<file path="src/rtl/core/hhls_pkg.sv">
// ---------------------------------------------------------------------------
// HTTP header length scanner package
// Shared transaction types, character codes and the header prefix table.
// ---------------------------------------------------------------------------
`default_nettype none

package hhls_pkg;

  localparam int unsigned DefaultMaxBytes = 1024;
  localparam int unsigned PrefixLen       = 16;
  localparam int unsigned IdxW            = 5;
  localparam int unsigned ValueW          = 31;
  localparam int unsigned BodyW           = 11;

  localparam logic [ValueW-1:0] VALUE_MAX = {ValueW{1'b1}};

  localparam logic [7:0] CH_CR   = 8'h0D;
  localparam logic [7:0] CH_LF   = 8'h0A;
  localparam logic [7:0] CH_ZERO = 8'h30;
  localparam logic [7:0] CH_NINE = 8'h39;

  // Last three bytes of a blank line ending: CR LF CR, newest in the low byte.
  localparam logic [23:0] BLANK_TAIL = {CH_CR, CH_LF, CH_CR};

  typedef struct packed {
    logic [7:0] data_byte;
    logic       final_byte;
  } byte_in_t;

  typedef struct packed {
    logic              length_found;
    logic [ValueW-1:0] content_length;
    logic              header_end_found;
    logic [BodyW-1:0]  body_start;
  } result_t;

  // Handshake control from the input stage to the scanner.
  typedef struct packed {
    logic step;    // the held byte is consumed this cycle
    logic report;  // that byte closes the message and yields a result
  } step_ctl_t;

  // Characters of "Content-Length: " in order.
  function automatic logic [7:0] prefix_char(input logic [3:0] idx);
    logic [7:0] c;
    unique case (idx)
      4'd0:  c = 8'h43;  // C
      4'd1:  c = 8'h6F;  // o
      4'd2:  c = 8'h6E;  // n
      4'd3:  c = 8'h74;  // t
      4'd4:  c = 8'h65;  // e
      4'd5:  c = 8'h6E;  // n
      4'd6:  c = 8'h74;  // t
      4'd7:  c = 8'h2D;  // -
      4'd8:  c = 8'h4C;  // L
      4'd9:  c = 8'h65;  // e
      4'd10: c = 8'h6E;  // n
      4'd11: c = 8'h67;  // g
      4'd12: c = 8'h74;  // t
      4'd13: c = 8'h68;  // h
      4'd14: c = 8'h3A;  // :
      4'd15: c = 8'h20;  // space
    endcase
    return c;
  endfunction

endpackage

`default_nettype wire

</file>
<file path="src/rtl/core/hhls_in_stage.sv">
// ---------------------------------------------------------------------------
// HTTP header length scanner input stage
// Holds one received byte until the scanner consumes it.
// ---------------------------------------------------------------------------
`default_nettype none

module hhls_in_stage (
  input  wire logic              clk_i,
  input  wire logic              rst_ni,
  input  wire logic              in_valid_i,
  output logic                   in_stall_o,
  input  wire hhls_pkg::byte_in_t in_item_i,
  input  wire logic              out_free_i,
  output hhls_pkg::step_ctl_t    ctl_o,
  output hhls_pkg::byte_in_t     item_o
);
  import hhls_pkg::*;

  logic     valid_q, valid_d;
  byte_in_t item_q;
  logic     advance;
  logic     accept;

  // A non-final byte never waits; a final byte waits for room in the result register.
  assign advance    = valid_q && (!item_q.final_byte || out_free_i);
  assign in_stall_o = valid_q && !advance;
  assign accept     = in_valid_i && !in_stall_o;

  always_comb begin
    valid_d = valid_q;
    if (accept) begin
      valid_d = 1'b1;
    end else if (advance) begin
      valid_d = 1'b0;
    end
  end

  always_ff @(posedge clk_i or negedge rst_ni) begin
    if (!rst_ni) begin
      valid_q <= 1'b0;
    end else begin
      valid_q <= valid_d;
    end
  end

  always_ff @(posedge clk_i) begin
    if (accept) begin
      item_q <= in_item_i;
    end
  end

  assign ctl_o.step   = advance;
  assign ctl_o.report = advance && item_q.final_byte;
  assign item_o       = item_q;

endmodule

`default_nettype wire

</file>
<file path="src/rtl/core/hhls_scan.sv">
// ---------------------------------------------------------------------------
// HTTP header length scanner core
// Per-message scan state: line ends, prefix match, digit value, body start.
// ---------------------------------------------------------------------------
`default_nettype none

module hhls_scan #(
  parameter int unsigned MAX_BYTES = hhls_pkg::DefaultMaxBytes
) (
  input  wire logic                clk_i,
  input  wire logic                rst_ni,
  input  wire hhls_pkg::step_ctl_t ctl_i,
  input  wire hhls_pkg::byte_in_t  item_i,
  output hhls_pkg::result_t        result_o
);
  import hhls_pkg::*;

  localparam int unsigned PosW = $clog2(MAX_BYTES + 1);
  localparam logic [PosW-1:0] MaxPos = PosW'(MAX_BYTES);
  localparam logic [IdxW-1:0] IdxFull = IdxW'(PrefixLen);
  localparam logic [IdxW-1:0] IdxLast = IdxW'(PrefixLen - 1);

  logic [PosW-1:0]   pos_q, pos_d;
  logic [23:0]       recent_q, recent_d;
  logic              first_q, first_d;
  logic [IdxW-1:0]   idx_q, idx_d;
  logic              alive_q, alive_d;
  logic              digits_q, digits_d;
  logic [ValueW-1:0] accum_q, accum_d;
  logic              pending_q, pending_d;
  logic              found_q, found_d;
  logic [ValueW-1:0] fval_q, fval_d;
  logic              hdone_q, hdone_d;
  logic [BodyW-1:0]  body_q, body_d;

  logic [7:0]        b;
  logic              scan_en;
  logic              line_end;
  logic              blank;
  logic              is_digit;
  logic [ValueW+3:0] times_ten;
  logic [ValueW+3:0] sum;
  logic [ValueW-1:0] accum_sat;
  logic [PosW-1:0]   pos_inc;

  assign b        = item_i.data_byte;
  assign scan_en  = pos_q < MaxPos;
  assign line_end = (b == CH_LF) && (recent_q[7:0] == CH_CR);
  assign blank    = (b == CH_LF) && (recent_q == BLANK_TAIL);
  assign is_digit = (b >= CH_ZERO) && (b <= CH_NINE);
  assign pos_inc  = pos_q + 1'b1;

  // Multiply by ten as two shifts and an add, then saturate.
  assign times_ten = {1'b0, accum_q, 3'b000} + {3'b000, accum_q, 1'b0};
  assign sum       = times_ten + (ValueW+4)'(b - CH_ZERO);
  assign accum_sat = (sum > (ValueW+4)'(VALUE_MAX)) ? VALUE_MAX : sum[ValueW-1:0];

  always_comb begin
    pos_d     = pos_q;
    recent_d  = recent_q;
    first_d   = first_q;
    idx_d     = idx_q;
    alive_d   = alive_q;
    digits_d  = digits_q;
    accum_d   = accum_q;
    pending_d = pending_q;
    found_d   = found_q;
    fval_d    = fval_q;
    hdone_d   = hdone_q;
    body_d    = body_q;
    if (scan_en) begin
      if (!hdone_q) begin
        if (!first_q || line_end) begin
          if (line_end) begin
            first_d = 1'b1;
            if (first_q && !found_q && pending_q) begin
              found_d = 1'b1;
              fval_d  = accum_q;
            end
            idx_d     = '0;
            alive_d   = 1'b1;
            digits_d  = 1'b0;
            accum_d   = '0;
            pending_d = 1'b0;
          end
        end else if (!found_q) begin
          if (alive_q && (idx_q < IdxFull)) begin
            if (b == prefix_char(idx_q[3:0])) begin
              idx_d = idx_q + 1'b1;
              if (idx_q == IdxLast) begin
                pending_d = 1'b1;
                digits_d  = 1'b1;
                accum_d   = '0;
              end
            end else begin
              alive_d = 1'b0;
            end
          end else if (digits_q) begin
            if (is_digit) begin
              accum_d = accum_sat;
            end else begin
              digits_d = 1'b0;
            end
          end
        end
        if (blank) begin
          hdone_d = 1'b1;
          body_d  = BodyW'(pos_inc);
        end
      end
      recent_d = {recent_q[15:0], b};
      pos_d    = pos_inc;
    end
  end

  always_comb begin
    result_o.length_found     = found_d;
    result_o.content_length   = found_d ? fval_d : '0;
    result_o.header_end_found = hdone_d;
    result_o.body_start       = hdone_d ? body_d : '0;
  end

  always_ff @(posedge clk_i or negedge rst_ni) begin
    if (!rst_ni) begin
      pos_q     <= '0;
      recent_q  <= '0;
      first_q   <= 1'b0;
      idx_q     <= '0;
      alive_q   <= 1'b0;
      digits_q  <= 1'b0;
      accum_q   <= '0;
      pending_q <= 1'b0;
      found_q   <= 1'b0;
      fval_q    <= '0;
      hdone_q   <= 1'b0;
      body_q    <= '0;
    end else if (ctl_i.step) begin
      if (ctl_i.report) begin
        // The report closes the message; start clean for the next one.
        pos_q     <= '0;
        recent_q  <= '0;
        first_q   <= 1'b0;
        idx_q     <= '0;
        alive_q   <= 1'b0;
        digits_q  <= 1'b0;
        accum_q   <= '0;
        pending_q <= 1'b0;
        found_q   <= 1'b0;
        fval_q    <= '0;
        hdone_q   <= 1'b0;
        body_q    <= '0;
      end else begin
        pos_q     <= pos_d;
        recent_q  <= recent_d;
        first_q   <= first_d;
        idx_q     <= idx_d;
        alive_q   <= alive_d;
        digits_q  <= digits_d;
        accum_q   <= accum_d;
        pending_q <= pending_d;
        found_q   <= found_d;
        fval_q    <= fval_d;
        hdone_q   <= hdone_d;
        body_q    <= body_d;
      end
    end
  end

  a_idx_range: assert property (@(posedge clk_i) disable iff (!rst_ni)
    idx_q <= IdxFull) else $error("prefix index past prefix length");

  a_pending_full: assert property (@(posedge clk_i) disable iff (!rst_ni)
    pending_q |-> (idx_q == IdxFull)) else $error("value pending without full prefix");

  a_digits_pending: assert property (@(posedge clk_i) disable iff (!rst_ni)
    digits_q |-> pending_q) else $error("digit run outside a matched line");

  a_pos_range: assert property (@(posedge clk_i) disable iff (!rst_ni)
    pos_q <= MaxPos) else $error("byte position past limit");

  a_hdr_after_line: assert property (@(posedge clk_i) disable iff (!rst_ni)
    hdone_q |-> first_q) else $error("blank line seen before first line end");

endmodule

`default_nettype wire

</file>
<file path="src/rtl/core/hhls_out_stage.sv">
// ---------------------------------------------------------------------------
// HTTP header length scanner result stage
// Result register that holds a report until the receiver takes it.
// ---------------------------------------------------------------------------
`default_nettype none

module hhls_out_stage (
  input  wire logic              clk_i,
  input  wire logic              rst_ni,
  input  wire logic              load_i,
  input  wire hhls_pkg::result_t result_i,
  output logic                   free_o,
  output logic                   out_valid_o,
  input  wire logic              out_stall_i,
  output hhls_pkg::result_t      out_item_o
);
  import hhls_pkg::*;

  logic    valid_q, valid_d;
  result_t item_q;

  assign free_o = !valid_q || !out_stall_i;

  always_comb begin
    valid_d = valid_q;
    if (load_i) begin
      valid_d = 1'b1;
    end else if (valid_q && !out_stall_i) begin
      valid_d = 1'b0;
    end
  end

  always_ff @(posedge clk_i or negedge rst_ni) begin
    if (!rst_ni) begin
      valid_q <= 1'b0;
    end else begin
      valid_q <= valid_d;
    end
  end

  always_ff @(posedge clk_i) begin
    if (load_i) begin
      item_q <= result_i;
    end
  end

  assign out_valid_o = valid_q;
  assign out_item_o  = item_q;

  a_no_overwrite: assert property (@(posedge clk_i) disable iff (!rst_ni)
    (valid_q && out_stall_i) |-> !load_i) else $error("report overwritten while stalled");

endmodule

`default_nettype wire

</file>
<file path="src/rtl/core/http_header_length_scanner.sv">
// ---------------------------------------------------------------------------
// HTTP header length scanner
// Scans a message byte stream for the header end and the Content-Length value.
// ---------------------------------------------------------------------------
// The block takes one message byte per transaction and accepts a new byte in
// every cycle unless a final byte is stalled; a byte waits in the input
// register and then moves through the scanner, so the sustained rate is one
// byte per clock without a stall. A report passes through the result register
// to the output. The loop through the scan state (line tracking, prefix match
// and the multiply-by-ten digit accumulator) sets that rate. Lines after the
// first are compared case-sensitively with "Content-Length: "; the first
// such line that ends in CR LF gives the reported value, saturated at
// 2^31-1. The first CR LF CR LF ends the header, and the offset of the byte
// after it is reported as the body start; bytes past MAX_BYTES are not
// scanned. Only a byte marked final produces a result transaction, and the
// scan state then clears for the next message. A final byte waits in the
// input register only while the previous report is still held by a stall.
// ---------------------------------------------------------------------------
`default_nettype none

module http_header_length_scanner #(
  parameter int unsigned MAX_BYTES = hhls_pkg::DefaultMaxBytes
) (
  input  wire logic               clk_i,
  input  wire logic               rst_ni,
  input  wire logic               in_valid_i,
  output logic                    in_stall_o,
  input  wire hhls_pkg::byte_in_t in_item_i,
  output logic                    out_valid_o,
  input  wire logic               out_stall_i,
  output hhls_pkg::result_t       out_item_o
);
  import hhls_pkg::*;

  step_ctl_t ctl;
  byte_in_t  held_item;
  result_t   report;
  logic      out_free;

  // Input register: holds the byte the scanner works on this cycle.
  hhls_in_stage u_in (
    .clk_i      (clk_i),
    .rst_ni     (rst_ni),
    .in_valid_i (in_valid_i),
    .in_stall_o (in_stall_o),
    .in_item_i  (in_item_i),
    .out_free_i (out_free),
    .ctl_o      (ctl),
    .item_o     (held_item)
  );

  // Scan state and the per-byte update logic.
  hhls_scan #(
    .MAX_BYTES (MAX_BYTES)
  ) u_scan (
    .clk_i    (clk_i),
    .rst_ni   (rst_ni),
    .ctl_i    (ctl),
    .item_i   (held_item),
    .result_o (report)
  );

  // Result register, loaded on a final byte.
  hhls_out_stage u_out (
    .clk_i       (clk_i),
    .rst_ni      (rst_ni),
    .load_i      (ctl.report),
    .result_i    (report),
    .free_o      (out_free),
    .out_valid_o (out_valid_o),
    .out_stall_i (out_stall_i),
    .out_item_o  (out_item_o)
  );

endmodule

`default_nettype wire
</file>
<file path="config.mk">
export PLATFORM = sky130hd
export DESIGN_NAME = http_header_length_scanner
export DESIGN_NICKNAME = d
export VERILOG_FILES = /design/src/rtl/core/hhls_pkg.sv /design/src/rtl/core/hhls_in_stage.sv /design/src/rtl/core/hhls_scan.sv /design/src/rtl/core/hhls_out_stage.sv /design/src/rtl/core/http_header_length_scanner.sv
export SDC_FILE = /design/constraint.sdc
export NUM_CORES = 1
export LEC_CHECK = 0
export ABC_AREA = 0
export BUFFER_PORTS_ARGS = -buffer_cell sky130_fd_sc_hd__buf_2
export CORE_ASPECT_RATIO = 1.4
export CORE_UTILIZATION = 46
export CTS_BUF_LIST = sky130_fd_sc_hd__clkbuf_4
export CTS_CLUSTER_DIAMETER = 80
export DETAILED_ROUTE_END_ITERATION = 7
export GPL_TIMING_DRIVEN = 0
export PLACE_DENSITY = 0.67
export SLEW_MARGIN = 20
export SYNTH_ARGS = -nofsm -noshare
export SYNTH_HDL_FRONTEND = slang
export SYNTH_SLANG_ARGS = --single-unit
</file>
<file path="constraint.sdc">
create_clock -name clk_i -period 7.63 [get_ports clk_i]
set_input_delay 1.1445 -clock clk_i [delete_from_list [all_inputs] [get_ports clk_i]]
set_output_delay 1.1445 -clock clk_i [all_outputs]
set_load 0.05 [all_outputs]
</file>
==> flow_summary.toml, run 1 <==
[clock_network]
clk_latency_ns = 0.62
cts_resized = 0
cts.sinks = 174
cts.reportedPaths.clkPinSlew_ns = 0.16
post_cts_buffers = 0
holdBufCountCts = 0
tritoncts = "built"
clock_path_buffers = 2
cts_buffers = 17
cts_root_buffer = "clkbuf_4"
cts_max_level = 4

[job]
maxCapViolations = 0

[logic_synthesis]
ys_seq_area_frac = 0.478
synth_cells = 878
synth.area.top_cells = "dfrtp_1 (31%), edfxtp_1 (16%), a22o_1 (6.8%)"
synth.distinct_cells = 62
ys.flop_type = "dfrtp_1"
ys_seq_elements = 174
async_reset_ff_frac = 0.695
syn_nets = 966
yosys.area_share.simple = 0.0996
synth_edf_count = 53
synth_mux_area_frac = 0.00440
synth.top_cells.by_count = "dfrtp_1 (121), nand2_1 (85), a22o_1 (75), o21ai_0 (62), edfxtp_1 (53)"
ys_warn_count = 0
synth.avg_cell_area_sq_um = 11.0
synth.most_common_cell = "dfrtp_1"
synth_top_cell_by_area = "dfrtp_1"
synth_top_family_by_area = "compound AO/OA/AOI/OAI gates"
synthXorXnorAreaFrac = 0.0444
synth_top_area_frac = 0.313
synth_area_sq_um = 9670
synthAdderAreaFrac = 0.120
synth_compound_area_frac = 0.215

[route]
dr.pass1.iters = 5
wirelength_mm = 23.5
wire_per_inst_microns = 19.1
top_layer = "met4"
wl_met1_mm = 9.46
drt_iter0_markers = 429
drc = 0
drtAntennaViolNets = 0
via_count = 7254
dr_wl_met3_microns = 669
met2_length_mm = 12.8
avgViaCountPerCell = 5.90

[floorplan]
coreArea_sq_um = 20600
start_util = 0.470
die-area_sq_um = 21600
die_h_microns = 174
io_pins = 59
rows = 62
die_w_microns = 125

[placed_design]
place_inst = 1197
io_buffer_count = 58
gp_congestion = 0.895
post-dp-hpwl_mm = 17.5
place_area_sq_um = 10400

[run_status]
run_status = "finished clean"

[worst_setup_path]
crit_fanout = 10
start_kind = "register"
crit_required_ns = 8.13
end_kind = "register"
cp.arrival_ns = 5.63
path_class = "register to register"

[sta]
fmax_mhz = 195
hold_violations = 0
fin_crit_sh = 0.673
worstMarginPinSlew_ns = 0.849
finalSetupViolations = 0
whs_ns = 0.428
finalMaxSlewViolations = 0
rsz0062_at_grt = "no"
finClkSkew_ns = 0.0288
slew_headroom = 0.432
fin_setup_tns_ns = 0
period_needed_ns = 5.13

[power_and_ir_drop]
p_leak_nw = 4.92
peakVddDrop_uv = 92.5
power_density_nw_per_um2 = 171

[grt]
grt_overflow = 0
antenna_found_initial = 1
first_global_vias = 7508
grt_max_degree = 73
grt_pass1_wl_mm = 38.8
grt_usage = 0.229

[cells_and_area]
layout.cells.non_filler = 1230
syn_to_final_growth_pct = 10.9
final_cell_area_sq_um = 10700
drive_gt1_frac = 0.123
final_nets = 1048

[worst_hold_path]
worstHoldPathType = "input pin to asynchronous set/reset pin"
-- per-stage QoR --
step           utilization  setup slack [ns]  power (mW)
2_1_floorplan            -              1.39        1.15
3_3_place_gp         0.500            -0.485        1.22
3_5_place_dp         0.505              2.50        1.23
4_1_cts              0.522              2.43        1.86
5_1_grt              0.522              2.11        1.91
6_report             0.522              2.50        1.84
-- state kept, by name (all words and copies together) (netlist names) --
name and cells:
u_scan.hdone_q 1, u_scan.body_q 11, u_in.valid_q 1, u_out.out_item_o 44, u_in.item_o 9, u_scan.pending_q 1
u_scan.idx_q 5, u_scan.recent_q 24, u_scan.alive_q 1, u_scan.pos_q 11, u_scan.digits_q 1, u_scan.first_q 1
u_out.out_valid_o 1, u_scan.fval_q 31, u_scan.found_q 1, u_scan.accum_q 31
-- critical path, stage by stage (launching register included) --
cell       delay, ns
edfxtp_1        0.53
ha_1            0.31
nor3_2          0.55
buf_4           0.30
fa_1            0.43
ha_1            0.29
clkbuf_1        0.26
nand4_1         0.16
a211oi_1        0.41
o2111ai_1       0.28
a311oi_1        0.45
nor2_1          0.10
xnor2_1         0.15
o31a_4          0.38
buf_6           0.15
a221o_1         0.26
-- final timing paths --
check | startpoint | endpoint | slack, ns | cells after the start
setup reg to reg | u_in.item_o[5] | u_scan.accum_q[20] | 2.50 | 15
hold reg to reg | u_scan.body_q[0] | u_scan.body_q[0] | 0.50 | 2
setup / recovery | u_in.item_o[5] | u_scan.accum_q[20] | 2.50 | 15
min in group clk_i | u_scan.body_q[0] | u_scan.body_q[0] | 0.50 | 2
max in group asynchronous | rst_ni | u_scan.accum_q[25] | 6.51 | 2
hold / removal | rst_ni | u_scan.accum_q[16] | 0.43 | 1
-- where the power goes --
group | switching (mW) | internal [mW] | leakage (nW)
Sequential | 0.0258 | 0.992 | 2.20
Clock | 0.326 | 0.307 | 0.183
Combinational | 0.131 | 0.0565 | 2.53
Total | 0.483 | 1.36 | 4.92
-- kinds of logic after synthesis --
group | after synthesis
AOI/OAI and AO/OA | 286
xor gates and xnor gates | 49
adders and majority gates | 75
buffers and inverters | 89
DFF | 174
muxes | 4
and+or+nand+nor | 201
-- layout by cell type, fill, tap and decap left out, types with 4 or more instances in the layout --
| cell | netlist | routed |
|---|---|---|
| dfrtp_1 | 121 | 121 |
| nand2_1 | 85 | 85 |
| a22o_1 | 75 | 75 |
| buf_2 | 10 | 67 |
| o21ai_0 | 62 | 62 |
| edfxtp_1 | 53 | 53 |
| a21oi_1 | 47 | 47 |
| ha_1 | 45 | 45 |
| inv_1 | 41 | 40 |
| nor2_1 | 36 | 36 |
| clkbuf_1 | 33 | 33 |
| a221o_1 | 32 | 32 |
| fa_1 | 30 | 30 |
| xnor2_1 | 25 | 25 |
| xor2_1 | 24 | 24 |
| clkbuf_4 | 0 | 21 |
| nand3_1 | 14 | 14 |
| nand4_1 | 13 | 13 |
| a21o_1 | 12 | 12 |
| o31ai_1 | 10 | 10 |
| nand2b_1 | 9 | 9 |
| and3_1 | 6 | 6 |
| and2_1 | 6 | 6 |
| nor4_1 | 5 | 5 |
| nor3_1 | 6 | 5 |
| o21ai_1 | 5 | 5 |
| bufinv_16 | 0 | 5 |
| a31oi_1 | 4 | 4 |
| buf_4 | 1 | 4 |
| nand4b_1 | 4 | 4 |
| a211oi_1 | 4 | 4 |
| o21a_1 | 4 | 4 |
| o21bai_1 | 4 | 4 |
-- cell type report --
class                      count  area [sq um]
fill                        1862          9830
multi-input combinational    615          4680
sequential                   174          4620
timing repair buffer          63           378
tap                          256           320
buffer                        48           220
clock inverter                11           191
clock buffer                  21           158
inverter                      41           154
antenna                        1          2.50
-- layer usage --
layer / track usage / vias up
li1: - / 3423
met1: 0.264 / 3651
met2: 0.423 / 138
met3: 0.0367 / 42
met4: 0.0843 / 0
met5: 0 / -
No activity file was read; power rests on OpenSTA's default activity.
==> run 2: changes to the inputs <==
- clock period: 7.63 -> 5 ns (I/O delays scaled with it)
==> run 2 against run 1 <==
Combinational power up 55%. Power rose by 48%. Die area did not move. First-iteration DRC count is 3.3% lower. Wire length about the same. Setup slack worse by 2.2 ns. Clock power grew 40%. Sequential share of layout area down 0.080 points. Clock-buffer cell count shrank 2. Global-route usage down 0.41 points. Register-to-register slack lost 2.2 ns. Highest routed layer unchanged.
==> flow_summary.toml, run 2 (synthesis gave the netlist of run 1 again) <==
[sta]
rsz0062_at_grt = "no"
period_needed_ns = 4.71
fin_ws_ns = 0.289
finalMaxSlewViolations = 0
fin_crit_sh = 0.942
finClkSkew_ns = 0.0221
worstMarginPinSlew_ns = 0.847
hold_violations = 0
slew_headroom = 0.432
fmax_mhz = 212
finalSetupViolations = 0
whs_ns = 0.296

[power_and_ir_drop]
power_mw = 2.73
peakVddDrop_uv = 164
power_frac_seq = 0.570
switchingPower_mw = 0.764
switching_share = 0.280
p_leak_nw = 4.92
power_density_nw_per_um2 = 254
p_comb_frac = 0.106
p_int_mw = 1.97
power_frac_clock = 0.324

[clock_network]
cts_buffers = 17
tritoncts = "built"
cts.reportedPaths.clkPinSlew_ns = 0.15
clock_path_buffers = 2
cts_root_buffer = "clkbuf_4"
cts.sinks = 174
clk_latency_ns = 0.62
cts_max_level = 4

[cells_and_area]
fill_cells = 1819
regArea_sq_um = 4620
final_nets = 1052
multi_input_area_sq_um = 4700
largest_register_ffs = 44
syn_to_final_growth_pct = 11.1
final_cell_area_sq_um = 10700
drive_gt1_frac = 0.128
utilization = 0.523
final_common_cell = "dfrtp_1"
final_cell_mix = "dfrtp_1 (121), nand2_1 (85), a22o_1 (75)"

[route]
wire_per_inst_microns = 19.0
dr.pass1.iters = 5
drt_iter0_markers = 415
drtAntennaViolNets = 0
via_count = 7230
wirelength_mm = 23.5
drc = 0
avgViaCountPerCell = 5.86

[grt]
grt_usage = 0.225
first_global_vias = 7444
met1_usage = 0.266
gr-usage-met3 = 0.0312
grt_pass1_wl_mm = 38.2
grt_overflow = 0
globalRouteMet2Util = 0.405
antenna_found_initial = 1
grt_max_degree = 78
busiest_layer = "met2"

[worst_setup_path]
cp_num_buf_inv = 3
crit_required_ns = 5.50
cp.arrival_ns = 5.21
cpPeakStageDelay_ns = 0.53
crit_path_cell_trace = "ha_1 -> nor3_4 -> buf_8 -> fa_1 -> ha_1 -> clkbuf_1 -> nand4_1 -> a211oi_2 -> o2111ai_1 -> a311oi_1 -> nor2_1 -> xnor2_1 -> o31a_4 -> buf_6 -> a221o_1"
crit_fanout = 12
start_kind = "register"
crit_path_frequent_cell = "ha_1"
cpMaxStageDelayCell = "edfxtp_1"
path_class = "register to register"
crit_family = "compound AO/OA/AOI/OAI gates"
end_kind = "register"

[floorplan]
rows = 62
start_util = 0.470
die-area_sq_um = 21600
coreArea_sq_um = 20600
die_w_microns = 125
die_h_microns = 174
io_pins = 59

[placed_design]
place_area_sq_um = 10400
pre_cts_ws_ns = 0.0469
gp_congestion = 0.893
io_buffer_count = 58
post-dp-hpwl_mm = 17.4

[run_status]
run_status = "finished clean"

[job]
maxCapViolations = 0

[worst_hold_path]
worstHoldPathType = "input pin to register"
-- run 2: cell type report --
| class | instances | share of cell area |
|---|---|---|
| Timing Repair Buffer | 67 | 0.0396 |
| Tap cell | 256 | 0.0298 |
| Multi-Input combinational cell | 615 | 0.437 |
| Clock buffer | 19 | 0.0133 |
| Antenna cell | 1 | 0.000233 |
| Buffer | 48 | 0.0205 |
| Inverter | 41 | 0.0143 |
| Sequential cell | 174 | 0.430 |
| Clock inverter | 13 | 0.0153 |
-- run 2: worst paths after layout --
kind	startpoint	to	slack, ns	cells past startpoint
setup / recovery	u_in.item_o[5]	u_scan.accum_q[21]	0.29	15
hold / removal	in_item_i[0]	u_in.item_o[0]	0.30	1
setup reg to reg	u_in.item_o[5]	u_scan.accum_q[21]	0.29	15
hold reg to reg	u_scan.body_q[1]	u_scan.body_q[1]	0.51	2
max in group asynchronous	rst_ni	u_scan.accum_q[21]	3.68	3
min in group asynchronous	rst_ni	u_scan.idx_q[3]	0.61	2
-- run 2: power by group through the flow --
stage          Clock [mW]  Combinational [mW]  Sequential (mW)
2_1_floorplan           0               0.150             1.61
3_3_place_gp            0               0.274             1.58
3_5_place_dp            0               0.288             1.58
4_1_cts             0.908               0.291             1.55
5_1_grt             0.952               0.319             1.56
6_report            0.885               0.289             1.55
-- run 2: layer usage --
| metal | routed length [microns] | vias up |
|---|---|---|
| met3 | 621 | 39 |
| met2 | 12600 | 136 |
| met5 | 0 | - |
| met1 | 9660 | 3624 |
| met4 | 607 | 0 |
| li1 | - | 3431 |
-- run 2: repair_timing --
item	in CTS	in global routing
setup endpoints to repair	11	31
pin swaps	0	1
setup buffers	0	4
endpoints found under the hold margin	5	0
hold buffers	1	0
gates resized for setup	1	1
-- run 2: per-stage QoR --
step                TNS [ns]  std cells
floorplan                  0        878
global placement      -21.01       1192
detailed placement         0       1196
CTS                        0       1229
global route               0       1234
finish                     0       1234
==> run 3: changes to the inputs <==
- BUFFER_PORTS_ARGS: -buffer_cell sky130_fd_sc_hd__buf_2 -> -buffer_cell sky130_fd_sc_hd__buf_4
==> run 3 against run 2 <==
Via count decreased by 0.59%. Critical path depth unchanged. Design area increased by 0.65%. Critical endpoint is now u_scan.accum_q[18]. Largest power group unchanged.
==> flow_summary.toml, run 3 (synthesis gave the netlist of run 1 again) <==
[sta]
fin_ws_ns = 0.412
finalMaxSlewViolations = 0
whs_ns = 0.0186
worstMarginPinSlew_ns = 0.853
fin_crit_sh = 0.918
fmax_mhz = 218
slew_headroom = 0.429
finClkSkew_ns = 0.0310
finalSetupViolations = 0
rsz0062_at_grt = "no"
period_needed_ns = 4.59
hold_violations = 0

[power_and_ir_drop]
power_density_nw_per_um2 = 242
power_mw = 2.62
peakVddDrop_uv = 116
p_leak_nw = 4.92

[floorplan]
rows = 62
die_h_microns = 174
start_util = 0.470
die_w_microns = 125
coreArea_sq_um = 20600
die-area_sq_um = 21600
io_pins = 59

[worst_setup_path]
end_kind = "register"
startpoint = "u_in.item_o[5]"
start_kind = "register"
r2r-end = "u_scan.accum_q[18]"
r2r_slack_ns = 0.41
crit_required_ns = 5.49
path_class = "register to register"
crit_fanout = 12
worstReg2RegStart = "u_in.item_o[5]"
reg2reg_depth = 15
cp-endpoint = "u_scan.accum_q[18]"
cp.arrival_ns = 5.08

[route]
drtAntennaViolNets = 0
drc = 0
wirelength_mm = 23.4
drt_iter0_markers = 431
avgViaCountPerCell = 5.84
dr.pass1.iters = 7
wire_per_inst_microns = 19.0
via_count = 7187

[placed_design]
io_buffer_count = 58
pre_cts_ws_ns = 0.118
place_area_sq_um = 10500
gp_congestion = 0.883
post-dp-hpwl_mm = 17.7

[clock_network]
tritoncts = "built"
clk_latency_ns = 0.60
cts_max_level = 4
cts_buffers = 17
clock_path_buffers = 2
cts_root_buffer = "clkbuf_4"
cts.reportedPaths.clkPinSlew_ns = 0.16
cts.sinks = 174

[cells_and_area]
fill_cells = 1857
drive_gt1_frac = 0.128
final_cell_mix = "dfrtp_1 (121), nand2_1 (85), a22o_1 (75)"
largest_register_ffs = 44
final_nets = 1049
syn_to_final_growth_pct = 11.8
final_common_cell = "dfrtp_1"
final_cell_area_sq_um = 10800

[job]
maxCapViolations = 0

[run_status]
run_status = "finished clean"

[grt]
grt_pass1_wl_mm = 38.5
grt_overflow = 0
first_global_vias = 7424
grt_max_degree = 80
grt_usage = 0.225
antenna_found_initial = 1

[worst_hold_path]
worstHoldPathType = "input pin to asynchronous set/reset pin"
==> run 3: what timing repair did <==
action                     in CTS  in global routing
hold buffers                    0                  0
setup buffers                   0                  2
resized for setup               0                  2
setup endpoints to repair       0                 31
==> run 3: through the flow <==
step,util,cells,setup TNS (ns)
after floorplan,-,878,0
after global placement,0.508,1192,-22.63
after detailed placement,0.512,1196,0
after CTS,0.525,1228,0
after global routing,0.526,1231,0
final,0.526,1231,0
==> run 3: final cells by class <==
cell class                 instances  area, sq um  area share
multi-input combinational        615         4700       0.434
clock buffer                      18          135      0.0125
buffer                            48          220      0.0204
antenna                            1         2.50    0.000231
inverter                          41          154      0.0142
timing repair buffer              64          543      0.0502
sequential                       174         4620       0.427
tap                              256          320      0.0296
clock inverter                    14          124      0.0115
==> run 3: worst max-delay path: stages (launching register included) <==
cell       delay [ns]
edfxtp_1         0.54
ha_1             0.33
nor3_4           0.24
buf_8            0.21
fa_1             0.43
ha_1             0.29
clkbuf_1         0.25
nand4_1          0.18
a211oi_2         0.28
o2111ai_1        0.25
a311oi_1         0.43
nor2_1           0.10
xnor2_1          0.14
o31a_4           0.38
buf_6            0.15
a221o_1          0.27
==> run 3: worst min-delay path by stage <==
| stage | startpoint | end | slack, ns | cells past startpoint |
|---|---|---|---|---|
| after floorplan | rst_ni | u_in.valid_q | 0.45 | 0 |
| final | rst_ni | u_scan.idx_q[3] | 0.02 | 1 |
| after CTS | rst_ni | u_scan.idx_q[3] | 0.006 | 1 |
| after global routing | rst_ni | u_scan.idx_q[3] | 0.02 | 1 |
| after global placement | u_scan.body_q[4] | u_scan.body_q[4] | 0.46 | 2 |
| after detailed placement | u_scan.body_q[3] | u_scan.body_q[3] | 0.47 | 2 |
==> run 3: routing by layer <==
| metal | routed length (microns) | global-route usage |
|---|---|---|
| met1 | 9650 | 0.265 |
| met5 | 0 | 0 |
| met3 | 523 | 0.0293 |
| met2 | 12600 | 0.416 |
| met4 | 597 | 0.0803 |
==> run 3: report_power, final <==
part	total, mW	internal (mW)	switching [mW]
logic	0.297	0.0973	0.200
registers	1.55	1.51	0.0407
clock network	0.769	0.223	0.547
